## src/hw/rtl/rvtc_pkg.sv

```systemverilog
// Shared types and constants of the rectangle versus tile map collision block.
// Used by the controller, the datapath, the divider and the top level.
`default_nettype none

package rvtc_pkg;

	// Configuration port
	localparam int CFG_IDX_W  = 4;
	localparam int CFG_DATA_W = 9;

	localparam logic [CFG_IDX_W-1:0] REG_TILE_W = 4'd0;
	localparam logic [CFG_IDX_W-1:0] REG_TILE_H = 4'd1;
	localparam logic [CFG_IDX_W-1:0] REG_MAP_W  = 4'd2;
	localparam logic [CFG_IDX_W-1:0] REG_MAP_H  = 4'd3;

	localparam logic [CFG_DATA_W-1:0] RST_TILE_W = 9'd16;
	localparam logic [CFG_DATA_W-1:0] RST_TILE_H = 9'd16;
	localparam logic [CFG_DATA_W-1:0] RST_MAP_W  = 9'd256;
	localparam logic [CFG_DATA_W-1:0] RST_MAP_H  = 9'd256;

	// Input item layout
	localparam int TILE_IDX_W = 8;
	localparam int COORD_W    = 16;
	localparam int SIZE_W     = 12;
	localparam int IN_DATA_W  = 80;
	localparam int OUT_DATA_W = 8;

	localparam int COL_LSB   = 0;
	localparam int ROW_LSB   = 8;
	localparam int SOLID_BIT = 16;
	localparam int LEFT_LSB  = 17;
	localparam int TOP_LSB   = 33;
	localparam int WIDTH_LSB = 49;
	localparam int HGT_LSB   = 61;

	// Divider: four lanes, one per span edge
	localparam int DIVD_W    = 16;
	localparam int DVSR_W    = 9;
	localparam int DIV_LANES = 4;
	localparam int DIV_CNT_W = $clog2(DIVD_W);
	localparam int LANE_LO_X = 0;
	localparam int LANE_HI_X = 1;
	localparam int LANE_LO_Y = 2;
	localparam int LANE_HI_Y = 3;

	// Span arithmetic width, holds any clamp limit and a quotient
	localparam int SPAN_W = 17;

	typedef struct packed {
		logic in_ready;
		logic accept;
		logic clear_en;
		logic wb_en;
		logic span_en;
		logic scan_en;
		logic out_load;
	} cmd_t;

	typedef struct packed {
		logic in_is_query;
		logic clear_last;
		logic div_done;
		logic span_ok;
		logic scan_last;
		logic out_free;
	} status_t;

endpackage

`default_nettype wire

```

## src/hw/rtl/rvtc_ctrl.sv

```systemverilog
// Sequencer of the collision block: clear pass, tile writes and queries.
// Depends on rvtc_pkg for the command and status structs.
`default_nettype none

module rvtc_ctrl
	import rvtc_pkg::*;
(
	input  wire logic    clk,
	input  wire logic    arst_n,
	input  wire logic    in_valid,
	input  wire status_t status,
	output cmd_t         cmd
);
	localparam logic [2:0] ST_CLEAR = 3'd0;
	localparam logic [2:0] ST_IDLE  = 3'd1;
	localparam logic [2:0] ST_WB    = 3'd2;
	localparam logic [2:0] ST_DIV   = 3'd3;
	localparam logic [2:0] ST_SPAN  = 3'd4;
	localparam logic [2:0] ST_SCAN  = 3'd5;
	localparam logic [2:0] ST_DRAIN = 3'd6;
	localparam logic [2:0] ST_OUT   = 3'd7;

	logic [2:0] state_q;
	logic [2:0] state_d;

	always_comb begin
		state_d = state_q;
		cmd     = '0;
		case (state_q)
			ST_CLEAR: begin
				cmd.clear_en = 1'b1;
				if (status.clear_last) begin
					state_d = ST_IDLE;
				end
			end
			ST_IDLE: begin
				cmd.in_ready = 1'b1;
				if (in_valid) begin
					cmd.accept = 1'b1;
					state_d = status.in_is_query ? ST_DIV : ST_WB;
				end
			end
			ST_WB: begin
				cmd.wb_en = 1'b1;
				state_d = ST_IDLE;
			end
			ST_DIV: begin
				if (status.div_done) begin
					state_d = ST_SPAN;
				end
			end
			ST_SPAN: begin
				cmd.span_en = 1'b1;
				state_d = ST_SCAN;
			end
			ST_SCAN: begin
				if (!status.span_ok) begin
					state_d = ST_OUT;
				end else begin
					cmd.scan_en = 1'b1;
					if (status.scan_last) begin
						state_d = ST_DRAIN;
					end
				end
			end
			ST_DRAIN: begin
				state_d = ST_OUT;
			end
			ST_OUT: begin
				if (status.out_free) begin
					cmd.out_load = 1'b1;
					state_d = ST_IDLE;
				end
			end
			default: begin
				state_d = ST_IDLE;
			end
		endcase
	end

	always_ff @(posedge clk or negedge arst_n) begin
		if (!arst_n) begin
			state_q <= ST_CLEAR;
		end else begin
			state_q <= state_d;
		end
	end

`ifndef ASSERT_OFF
	a_div_done_in_div: assert property (@(posedge clk) disable iff (!arst_n)
		status.div_done |-> state_q == ST_DIV)
		else $error("divider finished outside the divide wait");

	a_out_then_idle: assert property (@(posedge clk) disable iff (!arst_n)
		(state_q == ST_OUT && status.out_free) |=> state_q == ST_IDLE)
		else $error("result load did not return to idle");

	a_scan_needs_span: assert property (@(posedge clk) disable iff (!arst_n)
		cmd.scan_en |-> (status.span_ok && $past(state_q) != ST_DIV))
		else $error("row scan without a valid tile span");
`endif

endmodule

`default_nettype wire

```

## config.mk

```make
export PLATFORM = sky130hd
export DESIGN_NAME = rvtc_ctrl
export DESIGN_NICKNAME = d
export VERILOG_FILES = /design/src/hw/rtl/rvtc_pkg.sv /design/src/hw/rtl/rvtc_ctrl.sv
export SDC_FILE = /design/constraint.sdc
export NUM_CORES = 1
export LEC_CHECK = 0
export BUFFER_PORTS_ARGS = -buffer_cell sky130_fd_sc_hd__buf_2
export CORE_AREA = 2 2 39 41
export CTS_CLUSTER_DIAMETER = 50
export DETAILED_ROUTE_END_ITERATION = 12
export DIE_AREA = 0 0 41 43
export GPL_TIMING_DRIVEN = 0
export PLACE_DENSITY = 0.55
export RECOVER_POWER = 100
export SLEW_MARGIN = 20
export SYNTH_ARGS = -nofsm -noshare
export SYNTH_HDL_FRONTEND = slang
export SYNTH_SLANG_ARGS = --single-unit
```

## constraint.sdc

```tcl
create_clock -name clk -period 1.5 [get_ports clk]
set_input_delay 0.075 -clock clk [delete_from_list [all_inputs] [get_ports clk]]
set_output_delay 0.075 -clock clk [all_outputs]
set_load 0.01 [all_outputs]
```

==> summary.txt <==
Status
  • Result of the run: finished, final reports clean

Drt
  • Via/cell ratio: 4.212
  • Number of DRC markers after the initial detailed-route iteration: 5
  • Routed len/inst: 9.455 µm
  • Antenna viol nets, final: 0
  • Final wirelength: 624 µm
  • Via count: 278
  • Number of optimization iterations in the first detailed-route pass: 4
  • Drc violations: 0

Placement
  • Pre-CTS setup slack: 307.0 ps
  • Final Wtd Congestion: 0.6513
  • IO Port Bufs: 15
  • Placed cell count: 61

Worst setup path
  • Required @ worst endpoint: 1420 ps
  • Reg2reg path depth: 3
  • Worst reg2reg path startpoint: state_q[1]
  • Minimum setup slack among reg-to-reg paths: 310 ps
  • Worst setup endpoint: cmd[1]
  • Logic depth of the worst path, buffers included: 4
  • Category of the worst setup path capture point: output pin
  • End of the worst register-to-register path: state_q[1]
  • Arrival time of data at the critical path endpoint: 1250 ps
  • Family with the most delay on the worst path: flip-flops
  • Critical path class: reg2out
  • Worst setup path startpoint: state_q[1]
  • Worst setup SP type: flop
  • Cells traversed along the worst timing path: buf_4, nand3b_1, nor2_1, clkbuf_1
  • CP bufs+invs: 2
  • Worst-path cell with the longest stage delay: sky130_fd_sc_hd__dfrtp_1
  • Worst Path Max Fanout: 10
  • Worst path max stage delay: 420 ps

Global routing
  • Wire length of the first global-routing pass: 883 µm
  • Antenna violations before repair: 0
  • Via count of the first global-routing pass: 227
  • Aggregate global routing overflow: 0
  • Pin count of the biggest net entering global routing: 11
  • Total routing resource utilization after global routing: 7.746%

Clock network
  • Largest buffer count on any clock path: 2
  • CTS tree: built
  • Post-CTS clock slew at the launch and capture registers of the worst setup and hold paths: 40 ps
  • Number of clock buffers inserted by TritonCTS: 3
  • Maximum level of the CTS H-tree: 1
  • Latest clock arrival within the worst-skew pair: 230 ps
  • TritonCTS Sinks: 3
  • CTS Root Buffer Type: sky130_fd_sc_hd__clkbuf_4

Die
  • Initial standard-cell utilization of the core: 19.89%
  • DIE WIDTH: 41 µm
  • Row Count: 14
  • Count of boundary I/O pins: 16
  • Die Ht: 43 µm
  • Placeable Area: 1384 µm²
  • Total Die Area: 1763 µm²

STA
  • Post-Route Skew: 2.174 ps
  • Post-layout min period: 1327 ps
  • Transition time at the pin with the least slew margin: 330.2 ps
  • Total negative setup slack: 0 ps
  • Min setup slack post-route: 173.1 ps
  • Setup repair after global routing missed its margin: false
  • Slew headroom: 77.92%
  • Final hold violation count: 0
  • Final number of max-transition violations: 0
  • Fmax: 753.6 MHz
  • Total setup violations reported at the end of the flow: 0
  • Share of the cycle needed by the critical path after routing: 88.46%

Synthesis
  • Library cell occupying the most area in the post-synthesis netlist: sky130_fd_sc_hd__dfrtp_1
  • Net Count, Synth: 39
  • Simple-Gate Fraction of Synth Area: 39.09%
  • Portion of the post-synthesis area used by sequential elements: 27.27%
  • Post-synthesis register bit count: 3
  • Synth Area in XOR/XNOR: 0%
  • Predominant post-synthesis flop cell: sky130_fd_sc_hd__dfrtp_1
  • Number of cells produced by synthesis: 30
  • Number of flops mapped to enable cells by yosys: 0
  • Synthesized area per cell: 9.175 µm²
  • Largest cells by area after synthesis: sky130_fd_sc_hd__dfrtp_1 27%, sky130_fd_sc_hd__nor3b_1 8.2%, sky130_fd_sc_hd__and2b_2 6.4%, sky130_fd_sc_hd__o32ai_2 5.9%, sky130_fd_sc_hd__buf_4 5.5%
  • Post-Synth Adder-Cell Area: 0%
  • Area share of the leading cell type in the synthesized netlist: 27.27%
  • Compound-gate portion of the synthesized area: 15.00%
  • Combinational family with the most area after synthesis: simple AND/OR/NAND/NOR gates
  • Distinct cell type count after synthesis: 22
  • Portion of netlist area occupied by mux cells: 7.727%
  • Leading cell types by count after synthesis: 3 x sky130_fd_sc_hd__dfrtp_1, 3 x sky130_fd_sc_hd__nor2_1, 3 x sky130_fd_sc_hd__nor3b_1
  • Combined area of all synthesized cells: 275.3 µm²
  • Post-synthesis async set-or-reset flop share: 100.0%
  • Synth warn: 0

Finish
  • Count of nets after finishing: 60
  • Non-Filler Instances: 66
  • Number of flip-flops in the largest register: 3
  • Registers with the most flip-flops: state_q (3)
  • Reg with most FFs: state_q
  • Diodes inserted: 0
  • Util after Layout: 28.12%
  • Fraction of final layout cells with drive strength greater than 1: 34.00%
  • Area overhead of the layout relative to synthesis: 41.36%

Power
  • Maximum ir drop on the vdd rail: 0.5276 mV
  • Overall power after layout: 0.0007078 W
  • Cell leakage power: 0.1699 nW
  • Power density relative to cell area: 1819 nW/µm²

Job
  • Max-cap violations: 0

Hold path
  • Class of the tightest hold or removal check: in2reg
==> routing by layer <==
metal	vias to the layer above	global-route usage, %	share of wire, %	routed length (µm)
li1	148	-	-	-
met5	-	0	0	0
met3	0	6.283	8.7	54
met1	119	10.36	50	312
met2	11	9.375	41	257
met4	0	2.000	0	0
==> power by group <==
part / internal [W] / switching, W / total [W]
Clock: 0.0000996 / 0.0000409 / 0.000141
Sequential: 0.000120 / 0.0000294 / 0.000149
Combinational: 0.000198 / 0.000220 / 0.000418
==> logic make-up (layout without fill, tap and decap cells) <==
kind of cell / after synthesis / after routing
buffers and inverters: 4 / 24
AO/OA/AOI/OAI: 5 / 5
AND/OR/NAND/NOR: 16 / 16
multiplexers: 2 / 2
flip-flops: 3 / 3
==> timing repair <==
action,4_1_cts,5_1_grt
setup buffers,0,0
endpoints found under the hold margin,3,0
resized for setup,0,0
hold buffers,1,0
==> worst register-to-register path, stage by stage (launching register included) <==
cell and delay (ps):
sky130_fd_sc_hd__dfrtp_1 420, sky130_fd_sc_hd__and2b_2 210, sky130_fd_sc_hd__o32ai_1 300, sky130_fd_sc_hd__mux2_1 190
==> cell usage in the layout (no fill, tap or decap) <==
| master | netlist | final |
|---|---|---|
| sky130_fd_sc_hd__buf_4 | 2 | 2 |
| sky130_fd_sc_hd__nor3_1 | 1 | 1 |
| sky130_fd_sc_hd__dlygate4sd3_1 | 0 | 1 |
| sky130_fd_sc_hd__and4_1 | 1 | 1 |
| sky130_fd_sc_hd__buf_2 | 0 | 7 |
| sky130_fd_sc_hd__buf_6 | 1 | 1 |
| sky130_fd_sc_hd__a31oi_1 | 1 | 1 |
| sky130_fd_sc_hd__o2bb2ai_1 | 1 | 1 |
| sky130_fd_sc_hd__nand2_1 | 1 | 1 |
| sky130_fd_sc_hd__o32ai_1 | 0 | 1 |
| sky130_fd_sc_hd__clkbuf_1 | 0 | 9 |
| sky130_fd_sc_hd__and2b_2 | 2 | 2 |
| sky130_fd_sc_hd__inv_1 | 1 | 1 |
| sky130_fd_sc_hd__nand3b_1 | 1 | 1 |
| sky130_fd_sc_hd__nand2_2 | 1 | 1 |
| sky130_fd_sc_hd__a21oi_1 | 1 | 1 |
| sky130_fd_sc_hd__nor2_1 | 3 | 3 |
| sky130_fd_sc_hd__mux2i_1 | 1 | 1 |
| sky130_fd_sc_hd__nor4_1 | 1 | 1 |
| sky130_fd_sc_hd__o21ai_1 | 1 | 1 |
| sky130_fd_sc_hd__nor3b_2 | 1 | 1 |
| sky130_fd_sc_hd__clkbuf_4 | 0 | 3 |
| sky130_fd_sc_hd__nor3b_1 | 3 | 3 |
| sky130_fd_sc_hd__dfrtp_1 | 3 | 3 |
| sky130_fd_sc_hd__nand2b_1 | 1 | 1 |
| sky130_fd_sc_hd__mux2_1 | 1 | 1 |
==> area by class of cell <==
| type | count | area (µm²) |
|---|---|---|
| well taps | 16 | 20.02 |
| plain buffers | 3 | 26.28 |
| clock buffers | 4 | 26.28 |
| inverters | 1 | 3.754 |
| multi-input cells | 23 | 162.7 |
| repair buffers | 16 | 75.07 |
| fillers | 169 | 994.7 |
| flip-flops and latches | 3 | 75.07 |
==> worst min path at each step <==
| stage | start | end | depth (start not counted) |
|---|---|---|---|
| floorplan | arst_n | state_q[0] | 0 |
| global placement | arst_n | state_q[0] | 1 |
| detailed placement | arst_n | state_q[0] | 1 |
| CTS | status[4] | state_q[0] | 3 |
| global route | status[4] | state_q[0] | 3 |
| finish | status[4] | state_q[0] | 3 |
==> metrics by stage <==
step / hold slack (ps) / instance area [µm²]
final: 104.2 / 389.1
after global routing: 104.1 / 389.1
after CTS: 106.0 / 406.6
after detailed placement: -126.8 / 370.4
after global placement: -126.4 / 370.4
after floorplan: -220.6 / 275.3
No activity file was read; power rests on OpenSTA's default activity.
